**src/rtl/lkvc_pkg.sv**
```systemverilog
// ---------------------------------------------------------------------------
// lkvc_pkg - shared definitions for the LRU key-value cache
// Field widths, register reset value, request codes and the command bundle
// that the controller sends to the datapath.
// ---------------------------------------------------------------------------
package lkvc_pkg;

    // fixed widths of the channel fields and the capacity register
    localparam int FIELD_W = 32;
    localparam int CAP_W   = 5;

    localparam logic [CAP_W-1:0] CAP_RESET = 5'd16;

    // defaults for the top-level parameters
    localparam int DEF_ENTRIES    = 16;
    localparam int DEF_KEY_BITS   = 32;
    localparam int DEF_VALUE_BITS = 32;

    // request action codes
    localparam logic ACT_SET = 1'b0;
    localparam logic ACT_GET = 1'b1;

    // controller to datapath commands, at most one per cycle
    typedef struct packed {
        logic load_req;   // capture the accepted request
        logic do_match;   // compare keys, pick victim and free slot
        logic do_update;  // update ages, keys and values
        logic load_rsp;   // move the result into the output register
    } t_cmd;

endpackage

```
**src/rtl/lkvc_req_if.sv**
```systemverilog
// ---------------------------------------------------------------------------
// lkvc_req_if - request channel of the LRU key-value cache
// Valid/ready handshake carrying action, key and value.
// ---------------------------------------------------------------------------
interface lkvc_req_if import lkvc_pkg::*; ();

    logic               valid;
    logic               ready;
    logic               action;
    logic [FIELD_W-1:0] lookup_key;
    logic [FIELD_W-1:0] new_value;

    modport source (output valid, output action, output lookup_key,
                    output new_value, input ready);
    modport sink   (input valid, input action, input lookup_key,
                    input new_value, output ready);

endinterface

```
**src/rtl/lkvc_rsp_if.sv**
```systemverilog
// ---------------------------------------------------------------------------
// lkvc_rsp_if - response channel of the LRU key-value cache
// Valid/ready handshake carrying hit, read value and eviction report.
// ---------------------------------------------------------------------------
interface lkvc_rsp_if import lkvc_pkg::*; ();

    logic               valid;
    logic               ready;
    logic               hit;
    logic [FIELD_W-1:0] read_value;
    logic               evicted;
    logic [FIELD_W-1:0] evicted_key;

    modport source (output valid, output hit, output read_value,
                    output evicted, output evicted_key, input ready);
    modport sink   (input valid, input hit, input read_value,
                    input evicted, input evicted_key, output ready);

endinterface

```
**src/rtl/lkvc_ctrl.sv**
```systemverilog
// ---------------------------------------------------------------------------
// lkvc_ctrl - request sequencer of the LRU key-value cache
// Steps each request through match, update and result hand-off, and owns
// the valid bit of the output register.
// ---------------------------------------------------------------------------
module lkvc_ctrl import lkvc_pkg::*; (
    input  logic i_clk,
    input  logic i_rst_n,
    input  logic i_req_valid,
    output logic o_req_ready,
    output logic o_rsp_valid,
    input  logic i_rsp_ready,
    output t_cmd o_cmd
);

    typedef enum logic [1:0] {
        ST_IDLE,
        ST_MATCH,
        ST_UPDATE,
        ST_FIN
    } t_state;

    t_state r_state, n_state;
    logic   r_rsp_valid, n_rsp_valid;
    logic   rsp_free;

    // output register can take a new result this cycle
    assign rsp_free = !r_rsp_valid || i_rsp_ready;

    // next state and commands
    always_comb begin
        n_state     = r_state;
        n_rsp_valid = r_rsp_valid && !i_rsp_ready;
        o_cmd       = '0;
        case (r_state)
            ST_IDLE: begin
                if (i_req_valid) begin
                    o_cmd.load_req = 1'b1;
                    n_state        = ST_MATCH;
                end
            end
            ST_MATCH: begin
                o_cmd.do_match = 1'b1;
                n_state        = ST_UPDATE;
            end
            ST_UPDATE: begin
                o_cmd.do_update = 1'b1;
                n_state         = ST_FIN;
            end
            ST_FIN: begin
                if (rsp_free) begin
                    o_cmd.load_rsp = 1'b1;
                    n_rsp_valid    = 1'b1;
                    n_state        = ST_IDLE;
                end
            end
            default: begin
                n_state = ST_IDLE;
            end
        endcase
    end

    // state and registered outputs
    always_ff @(posedge i_clk) begin
        if (!i_rst_n) begin
            r_state     <= ST_IDLE;
            r_rsp_valid <= 1'b0;
        end else begin
            r_state     <= n_state;
            r_rsp_valid <= n_rsp_valid;
        end
    end

    assign o_req_ready = (r_state == ST_IDLE);
    assign o_rsp_valid = r_rsp_valid;

endmodule

```
**src/rtl/lkvc_dp.sv**
```systemverilog
// ---------------------------------------------------------------------------
// lkvc_dp - datapath of the LRU key-value cache
// Key CAM with valid bits and recency ranks, value memory, capacity register,
// result staging and the output payload register.
// ---------------------------------------------------------------------------
module lkvc_dp import lkvc_pkg::*; #(
    parameter int ENTRIES    = DEF_ENTRIES,
    parameter int KEY_BITS   = DEF_KEY_BITS,
    parameter int VALUE_BITS = DEF_VALUE_BITS
) (
    input  logic               i_clk,
    input  logic               i_rst_n,
    input  t_cmd               i_cmd,
    input  logic               i_cfg_we,
    input  logic [CAP_W-1:0]   i_cfg_wdata,
    input  logic               i_action,
    input  logic [FIELD_W-1:0] i_lookup_key,
    input  logic [FIELD_W-1:0] i_new_value,
    output logic               o_hit,
    output logic [FIELD_W-1:0] o_read_value,
    output logic               o_evicted,
    output logic [FIELD_W-1:0] o_evicted_key
);

    localparam int IDX_W   = $clog2(ENTRIES);
    localparam int AGE_W   = IDX_W;
    localparam int OCC_W   = $clog2(ENTRIES + 1);
    localparam int CMP_W   = (OCC_W > CAP_W) ? OCC_W : CAP_W;
    localparam int KEXT_W  = KEY_BITS + FIELD_W;
    localparam int VEXT_W  = VALUE_BITS + FIELD_W;

    // request capture
    logic [KEY_BITS-1:0]   r_key;
    logic [VALUE_BITS-1:0] r_val;
    logic                  r_get;
    logic [KEXT_W-1:0]     in_key_ext;
    logic [VEXT_W-1:0]     in_val_ext;

    // slot state
    logic [KEY_BITS-1:0]   r_slot_key [ENTRIES];
    logic [AGE_W-1:0]      r_age      [ENTRIES];
    logic [ENTRIES-1:0]    r_valid;
    logic [OCC_W-1:0]      r_occ;
    logic [CAP_W-1:0]      r_cap;
    logic [VALUE_BITS-1:0] r_mem      [ENTRIES];
    logic [VALUE_BITS-1:0] r_rd_value;

    // match results
    logic [ENTRIES-1:0]    match_vec, victim_vec, free_vec;
    logic [ENTRIES-1:0]    r_match_vec, r_victim_vec, r_ins_vec;
    logic [IDX_W-1:0]      found_idx, victim_idx, free_idx;
    logic [IDX_W-1:0]      r_found_idx, r_ins_idx;
    logic                  r_hit, r_full;
    logic [OCC_W-1:0]      occ_m1;
    logic [CMP_W-1:0]      cap_ext, cap_eff, occ_ext;
    logic                  full;

    // update helpers
    logic [AGE_W-1:0]      found_age;
    logic [KEY_BITS-1:0]   victim_key;
    logic                  ins_en;

    // result staging and output register
    logic                  r_st_hit, r_st_evicted;
    logic [KEY_BITS-1:0]   r_st_evkey;
    logic [KEXT_W-1:0]     ev_key_ext;
    logic [VEXT_W-1:0]     rd_ext;
    logic                  r_out_hit, r_out_evicted;
    logic [FIELD_W-1:0]    r_out_value, r_out_evkey;

    // request capture, fields fitted to the stored widths
    assign in_key_ext = KEXT_W'(i_lookup_key);
    assign in_val_ext = VEXT_W'(i_new_value);

    always_ff @(posedge i_clk) begin
        if (i_cmd.load_req) begin
            r_key <= in_key_ext[KEY_BITS-1:0];
            r_val <= in_val_ext[VALUE_BITS-1:0];
            r_get <= (i_action == ACT_GET);
        end
    end

    // effective capacity, clamped to 1..ENTRIES
    assign cap_ext = CMP_W'(r_cap);
    assign occ_ext = CMP_W'(r_occ);
    always_comb begin
        if (cap_ext == '0) begin
            cap_eff = CMP_W'(1);
        end else if (cap_ext > CMP_W'(ENTRIES)) begin
            cap_eff = CMP_W'(ENTRIES);
        end else begin
            cap_eff = cap_ext;
        end
    end
    assign full = (occ_ext >= cap_eff);

    // parallel key compare; the least recent valid slot has rank occupancy-1
    assign occ_m1   = r_occ - OCC_W'(1);
    assign free_vec = ~r_valid & (r_valid + ENTRIES'(1));
    always_comb begin
        for (int i = 0; i < ENTRIES; i++) begin
            match_vec[i]  = r_valid[i] && (r_slot_key[i] == r_key);
            victim_vec[i] = r_valid[i] && (r_age[i] == occ_m1[AGE_W-1:0]);
        end
    end

    // one-hot to index
    always_comb begin
        found_idx  = '0;
        victim_idx = '0;
        free_idx   = '0;
        for (int i = 0; i < ENTRIES; i++) begin
            if (match_vec[i])  found_idx  = found_idx  | IDX_W'(i);
            if (victim_vec[i]) victim_idx = victim_idx | IDX_W'(i);
            if (free_vec[i])   free_idx   = free_idx   | IDX_W'(i);
        end
    end

    // match stage registers
    always_ff @(posedge i_clk) begin
        if (i_cmd.do_match) begin
            r_match_vec  <= match_vec;
            r_victim_vec <= victim_vec;
            r_ins_vec    <= full ? victim_vec : free_vec;
            r_found_idx  <= found_idx;
            r_ins_idx    <= full ? victim_idx : free_idx;
            r_hit        <= |match_vec;
            r_full       <= full;
        end
    end

    // rank of the hit slot and key of the victim
    always_comb begin
        found_age  = '0;
        victim_key = '0;
        for (int i = 0; i < ENTRIES; i++) begin
            if (r_match_vec[i])  found_age  = found_age  | r_age[i];
            if (r_victim_vec[i]) victim_key = victim_key | r_slot_key[i];
        end
    end

    assign ins_en = i_cmd.do_update && !r_hit && !r_get;

    // valid bits, recency ranks, occupancy and capacity
    always_ff @(posedge i_clk) begin
        if (!i_rst_n) begin
            r_valid <= '0;
            r_occ   <= '0;
            r_cap   <= CAP_RESET;
            for (int i = 0; i < ENTRIES; i++) begin
                r_age[i] <= '0;
            end
        end else begin
            if (i_cfg_we) begin
                r_cap <= i_cfg_wdata;
            end
            if (i_cmd.do_update && r_hit) begin
                // touch: slots more recent than the hit one age by one
                for (int i = 0; i < ENTRIES; i++) begin
                    if (r_match_vec[i]) begin
                        r_age[i] <= '0;
                    end else if (r_valid[i] && (r_age[i] < found_age)) begin
                        r_age[i] <= r_age[i] + AGE_W'(1);
                    end
                end
            end else if (ins_en) begin
                // insert: every other valid slot ages, new entry is rank 0
                for (int i = 0; i < ENTRIES; i++) begin
                    if (r_ins_vec[i]) begin
                        r_age[i] <= '0;
                    end else if (r_valid[i]) begin
                        r_age[i] <= r_age[i] + AGE_W'(1);
                    end
                end
                r_valid <= r_valid | r_ins_vec;
                if (!r_full) begin
                    r_occ <= r_occ + OCC_W'(1);
                end
            end
        end
    end

    // key CAM write
    always_ff @(posedge i_clk) begin
        for (int i = 0; i < ENTRIES; i++) begin
            if (ins_en && r_ins_vec[i]) begin
                r_slot_key[i] <= r_key;
            end
        end
    end

    // value memory: one write port, one registered read port
    always_ff @(posedge i_clk) begin
        if (ins_en) begin
            r_mem[r_ins_idx] <= r_val;
        end
        if (i_cmd.do_update) begin
            r_rd_value <= r_mem[r_found_idx];
        end
    end

    // result staging
    always_ff @(posedge i_clk) begin
        if (i_cmd.do_update) begin
            r_st_hit     <= r_hit;
            r_st_evicted <= !r_hit && !r_get && r_full;
            r_st_evkey   <= (!r_hit && !r_get && r_full) ? victim_key : '0;
        end
    end

    // output payload register
    assign ev_key_ext = KEXT_W'(r_st_evkey);
    assign rd_ext     = VEXT_W'(r_rd_value);

    always_ff @(posedge i_clk) begin
        if (i_cmd.load_rsp) begin
            r_out_hit     <= r_st_hit;
            r_out_value   <= (r_st_hit && r_get) ? rd_ext[FIELD_W-1:0] : '0;
            r_out_evicted <= r_st_evicted;
            r_out_evkey   <= ev_key_ext[FIELD_W-1:0];
        end
    end

    assign o_hit         = r_out_hit;
    assign o_read_value  = r_out_value;
    assign o_evicted     = r_out_evicted;
    assign o_evicted_key = r_out_evkey;

endmodule

```
**src/rtl/lru_key_value_cache.sv**
```systemverilog
// ---------------------------------------------------------------------------
// lru_key_value_cache - fully associative key-value cache, LRU replacement
// Set inserts a new key (evicting the least recent entry once capacity is
// reached) or touches a present one; get looks a key up and touches it.
//
//   channel   dir   handshake        payload
//   i_req     in    valid / ready    action, lookup_key, new_value
//   o_rsp     out   valid / ready    hit, read_value, evicted, evicted_key
//   i_cfg_*   in    write enable     capacity (5 bits)
//
// From accept to the next accept each request steps through capture,
// key match, state update with value-memory read and result hand-off.
// The output register decouples the sides: a new request is accepted while
// a result waits; the hand-off step waits while that result is not taken.
// Synchronous reset empties the cache at once; no clearing pass is needed.
// ---------------------------------------------------------------------------
module lru_key_value_cache import lkvc_pkg::*; #(
    parameter int ENTRIES    = DEF_ENTRIES,
    parameter int KEY_BITS   = DEF_KEY_BITS,
    parameter int VALUE_BITS = DEF_VALUE_BITS
) (
    input  logic             i_clk,
    input  logic             i_rst_n,
    lkvc_req_if.sink         i_req,
    lkvc_rsp_if.source       o_rsp,
    input  logic             i_cfg_we,
    input  logic [CAP_W-1:0] i_cfg_wdata
);

    t_cmd cmd;

    // request sequencer
    lkvc_ctrl u_ctrl (
        .i_clk       (i_clk),
        .i_rst_n     (i_rst_n),
        .i_req_valid (i_req.valid),
        .o_req_ready (i_req.ready),
        .o_rsp_valid (o_rsp.valid),
        .i_rsp_ready (o_rsp.ready),
        .o_cmd       (cmd)
    );

    // storage and result datapath
    lkvc_dp #(
        .ENTRIES    (ENTRIES),
        .KEY_BITS   (KEY_BITS),
        .VALUE_BITS (VALUE_BITS)
    ) u_dp (
        .i_clk         (i_clk),
        .i_rst_n       (i_rst_n),
        .i_cmd         (cmd),
        .i_cfg_we      (i_cfg_we),
        .i_cfg_wdata   (i_cfg_wdata),
        .i_action      (i_req.action),
        .i_lookup_key  (i_req.lookup_key),
        .i_new_value   (i_req.new_value),
        .o_hit         (o_rsp.hit),
        .o_read_value  (o_rsp.read_value),
        .o_evicted     (o_rsp.evicted),
        .o_evicted_key (o_rsp.evicted_key)
    );

    // at most one sequencer step per cycle
    a_cmd_onehot: assert property (@(posedge i_clk) disable iff (!i_rst_n)
        $onehot0({cmd.load_req, cmd.do_match, cmd.do_update, cmd.load_rsp}))
        else $error("more than one datapath command in a cycle");

    // an accepted request goes to key match next
    a_accept_match: assert property (@(posedge i_clk) disable iff (!i_rst_n)
        (i_req.valid && i_req.ready) |=> cmd.do_match)
        else $error("accepted request not followed by key match");

    // a result never overwrites one that was not taken
    a_no_overwrite: assert property (@(posedge i_clk) disable iff (!i_rst_n)
        cmd.load_rsp |-> (!o_rsp.valid || o_rsp.ready))
        else $error("output register overwritten before hand-off");

    // a hit never evicts
    a_hit_no_evict: assert property (@(posedge i_clk) disable iff (!i_rst_n)
        o_rsp.valid |-> !(o_rsp.hit && o_rsp.evicted))
        else $error("response reports both hit and eviction");

endmodule

```
**src/flat_wrapper.sv**
```systemverilog
// flat-port wrapper written by rule: the top's interface ports become plain ports
module lru_key_value_cache_flat import lkvc_pkg::*;
#(
    parameter int ENTRIES    = DEF_ENTRIES,
    parameter int KEY_BITS   = DEF_KEY_BITS,
    parameter int VALUE_BITS = DEF_VALUE_BITS
)
  (i_clk, i_rst_n, i_cfg_we, i_cfg_wdata, i_req_valid, i_req_action, i_req_lookup_key, i_req_new_value, i_req_ready, o_rsp_valid, o_rsp_hit, o_rsp_read_value, o_rsp_evicted, o_rsp_evicted_key, o_rsp_ready);
  lkvc_req_if i_req_i ();
  lkvc_rsp_if o_rsp_i ();
  input  logic i_clk;
  input  logic i_rst_n;
  input  logic i_cfg_we;
  input  logic [CAP_W-1:0] i_cfg_wdata;
  input wire logic [$bits(i_req_i.valid)-1:0] i_req_valid;
  input wire logic [$bits(i_req_i.action)-1:0] i_req_action;
  input wire logic [$bits(i_req_i.lookup_key)-1:0] i_req_lookup_key;
  input wire logic [$bits(i_req_i.new_value)-1:0] i_req_new_value;
  output wire logic [$bits(i_req_i.ready)-1:0] i_req_ready;
  output wire logic [$bits(o_rsp_i.valid)-1:0] o_rsp_valid;
  output wire logic [$bits(o_rsp_i.hit)-1:0] o_rsp_hit;
  output wire logic [$bits(o_rsp_i.read_value)-1:0] o_rsp_read_value;
  output wire logic [$bits(o_rsp_i.evicted)-1:0] o_rsp_evicted;
  output wire logic [$bits(o_rsp_i.evicted_key)-1:0] o_rsp_evicted_key;
  input wire logic [$bits(o_rsp_i.ready)-1:0] o_rsp_ready;
  assign i_req_i.valid = i_req_valid;
  assign i_req_i.action = i_req_action;
  assign i_req_i.lookup_key = i_req_lookup_key;
  assign i_req_i.new_value = i_req_new_value;
  assign i_req_ready = i_req_i.ready;
  assign o_rsp_valid = o_rsp_i.valid;
  assign o_rsp_hit = o_rsp_i.hit;
  assign o_rsp_read_value = o_rsp_i.read_value;
  assign o_rsp_evicted = o_rsp_i.evicted;
  assign o_rsp_evicted_key = o_rsp_i.evicted_key;
  assign o_rsp_i.ready = o_rsp_ready;
  lru_key_value_cache #(.ENTRIES(ENTRIES), .KEY_BITS(KEY_BITS), .VALUE_BITS(VALUE_BITS)) u_core (.i_clk(i_clk), .i_rst_n(i_rst_n), .i_req(i_req_i), .o_rsp(o_rsp_i), .i_cfg_we(i_cfg_we), .i_cfg_wdata(i_cfg_wdata));
endmodule
```
**config.mk**
```make
export PLATFORM = sky130hd
export DESIGN_NAME = lru_key_value_cache_flat
export DESIGN_NICKNAME = d
export VERILOG_FILES = /design/src/rtl/lkvc_pkg.sv /design/src/rtl/lkvc_req_if.sv /design/src/rtl/lkvc_rsp_if.sv /design/src/rtl/lkvc_ctrl.sv /design/src/rtl/lkvc_dp.sv /design/src/rtl/lru_key_value_cache.sv /design/src/flat_wrapper.sv
export SDC_FILE = /design/constraint.sdc
export NUM_CORES = 2
export LEC_CHECK = 0
export ABC_AREA = 1
export BUFFER_PORTS_ARGS = -buffer_cell sky130_fd_sc_hd__clkbuf_2
export CORE_MARGIN = 4
export CORE_UTILIZATION = 43
export DETAILED_ROUTE_END_ITERATION = 8
export HOLD_SLACK_MARGIN = 0.02
export PLACE_DENSITY = 0.65
export SETUP_SLACK_MARGIN = 0.3
export SLEW_MARGIN = 20
export SYNTH_ARGS = -nofsm -noshare
export SYNTH_HDL_FRONTEND = slang
export SYNTH_HIERARCHICAL = 1
export SYNTH_SLANG_ARGS = --single-unit
```
**constraint.sdc**
```tcl
create_clock -name i_clk -period 8.15 [get_ports i_clk]
set_clock_uncertainty 0.05 [all_clocks]
set_input_delay 1.2225 -clock i_clk [delete_from_list [all_inputs] [get_ports i_clk]]
set_output_delay 1.2225 -clock i_clk [all_outputs]
set_load 0.05 [all_outputs]
```
==> impl_metrics.csv <==
group,metric,value,unit
sta,slew_headroom,0.185,
power,p_per_area,302,nW/um^2
sta,rsz0062_at_grt,"no",
placement,dpl-instance-area,66000,um^2
synth,synth_cells,5638,
worst_setup_path,end_kind,"flop",
layout,final_cell_mix,"edfxtp_1 (1343), nand2_1 (1246), inv_1 (537), o21ai_0 (480), nor2_1 (307)",
worst_setup_path,arrival,4.19,ns
layout,areaGrowthSynthToFinish,12.9,%
placement,port_buffers,142,
grt,grt_max_degree,220,
clock_tree,path_clk_slew,0.06,ns
routing,num_vias,46800,
clock_tree,hold_buffers,0,
clock_tree,ctsResizeCount,0,
worst_setup_path,critPathMaxStageDelay,0.57,ns
worst_setup_path,setup.worst_path.start,"u_core/u_ctrl/r_state[0]",
worst_setup_path,worstPathRequired,8.55,ns
sta,setup_viol,0,
routing,antenna_left,0,
sta,fmax,0.264,GHz
synth,synth.yosys.seq_area_share,0.650,
clock_tree,htree_levels,4,
grt,grt_pass1_vias,43700,
worst_setup_path,regToRegSetupSlack,4.37,ns
floorplanning,pin_count,143,
synth,synth.distinct_cells,56,
clock_tree,clk_latency,0.82,ns
sta,finalCriticalPeriod,3.78,ns
layout,fin_nets,5952,
routing,drt-total-wl,228000,um
sta,worst_pin_slew,1.22,ns
floorplanning,fp.dieArea,153000,um^2
worst_setup_path,slowest_stage,"nor2_4",
worst_setup_path,path_max_fanout,22,
synth,synth_flop_cell,"edfxtp_1",
routing,wl_per_cell,29.1,um
layout,layout-drive-gt1-share,0.0996,
grt,grt_pass1_wl,318000,um
synth,synth_fp_nets,5788,
floorplanning,fp.dieH,391,um
clock_tree,clockBufferDepth,3,
routing,dr.pass1.iters,6,
sta,timing.hold.ws,0.354,ns
clock_tree,post_cts_buffers,0,
sta,setup_tns,0,ns
grt,overflow,0,
synth,synth-seq-cells,1372,
grt,antenna_found_initial,8,
layout,instances_no_fill,7841,
synth,synth.yosys.warnings,6,
clock_tree,cts.sinks,1372,
layout,final_area,71000,um^2
sta,fin_crit_sh,0.464,
clock_tree,cts_tree,"yes",
worst_setup_path,regToRegStartpoint,"u_core/u_ctrl/r_state[0]",
placement,gp_congestion,1.01,
synth,synth_area,62900,um^2
synth,synth_edf_count,1343,
worst_setup_path,crit_chain,"inv_1 -> ha_4 -> nand2_2 -> buf_4 -> inv_1 -> nand3_1 -> nor2_4 -> buf_4",
routing,drc,0,
clock_tree,cts-root-buf,"clkbuf_16",
floorplanning,core_area,146000,um^2
floorplanning,initial_core_util,0.432,
worst_hold_path,worstHoldStart,"u_core/u_dp/r_st_evkey[16]",
worst_setup_path,critPathLaunchType,"flop",
power,cellLeakagePower,26.7,nW
worst_setup_path,path_class,"flop to flop",
synth,async_flop_share,0,
floorplanning,die_w,391,um
layout,layout_commonest_cell,"edfxtp_1",
routing,vias_per_cell,5.96,
run_status,status,"finished clean",
routing,first_iter_violations,6952,
worst_hold_path,hold_path.class,"flop to flop",
sta,drv_slew,0,
placement,dp.cells,7564,
power,peakVddDrop,0.230,mV
flow_run,max_cap_violations,0,
clock_tree,cts_buffers,152,
synth,syn_area_per_cell,11.2,um^2
sta,hold_viol_final,0,
grt,grt_use_total,0.292,
placement,hpwlAfterDp,150000,um
floorplanning,num_rows,140,
==> kinds of logic after synthesis <==
kind of cell    Yosys count  share of synthesized area
flops                  1372                      0.650
fa+ha+maj                75                     0.0149
simple gates           1975                      0.129
buf+inv                 805                     0.0534
compound gates         1057                      0.101
xor+xnor                226                     0.0315
mux                     128                     0.0204
==> state kept, by name, indices dropped and copies added (netlist names), 16 cells and up <==
| name | cells |
|---|---|
| u_core/u_dp/r_val | 32 |
| u_core/u_dp/r_ins_vec | 16 |
| u_core/u_dp/r_valid | 16 |
| u_core/u_dp/r_age | 64 |
| u_core/u_dp/r_victim_vec | 16 |
| u_core/u_dp/r_match_vec | 16 |
| u_core/u_dp/r_st_evkey | 32 |
| u_core/u_dp/o_read_value | 32 |
| u_core/u_dp/r_key | 32 |
| u_core/u_dp/r_mem | 512 |
| u_core/u_dp/o_evicted_key | 32 |
| u_core/u_dp/r_rd_value | 32 |
| u_core/u_dp/r_slot_key | 512 |
==> area by class of cell <==
cell class,instances,area (um^2)
Sequential cell,1372,40900
Inverter,563,2130
Antenna cell,2,5.00
Tap cell,1917,2400
Clock buffer,183,3940
Fill cell,12900,74500
Timing Repair Buffer,252,1580
Multi-Input combinational cell,3461,19000
Clock inverter,91,1110
==> critical path, delay by kind of cell (launching register included) <==
kind / cells / cell delay, ns
buffers and inverters: 4 / 1.23
DFF: 1 / 0.35
and+or+nand+nor: 3 / 1.29
adders and majority gates: 1 / 0.44
==> report_power, final <==
group / switching, mW / internal [mW] / total [mW]
Clock: 2.96 / 4.00 / 6.96
Sequential: 0.546 / 8.79 / 9.34
Combinational: 3.93 / 1.21 / 5.13
==> layer usage <==
metal,vias up,GRT usage,share of wire
met1,22900,0.396,0.39
met4,6,0.147,0.060
met5,-,0,0.00015
met3,632,0.0773,0.12
li1,20200,-,-
met2,3098,0.433,0.43
==> per-stage QoR <==
stage                     worst slack [ns]   util  power [mW]
after detailed placement              4.14  0.453        14.4
after CTS                             4.36  0.488        21.3
after global routing                  4.17  0.488        22.1
after floorplan                       3.10      -        12.2
final                                 4.37  0.488        21.4
after global placement                4.14  0.453        14.4
==> final timing paths <==
kind,endpoint,depth (start not counted)
max,u_core/u_dp/r_mem[3][6],8
min,u_core/u_dp/o_evicted_key[16],0
max reg2reg,u_core/u_dp/r_mem[3][6],8
min reg2reg,u_core/u_dp/o_evicted_key[16],0
==> Yosys cell counts, drive strengths merged, types with 4 or more instances <==
cell type	count	area (um^2)
edfxtp	1343	40300
a21oi	198	991
inv	561	2110
or2	25	156
ha	75	938
a21boi	12	90.1
dfxtp	29	581
a41oi	26	228
o22ai	31	194
nand3	202	1050
nand2	1254	4730
a221oi	103	902
nor3	72	360
nor3b	8	60.1
a31oi	6	37.5
a2111oi	6	58.8
nor2	362	1430
clkbuf	115	433
nor4	21	138
nand4	26	163
a211oi	4	30.0
xor2	133	1160
xnor2	93	815
buf	127	805
mux2i	128	1280
o2111ai	4	35.0
o21ai	502	2520
o221ai	7	61.3
a22o	6	52.6
o211ai	150	1130
Power figures use the tool's default switching activity.
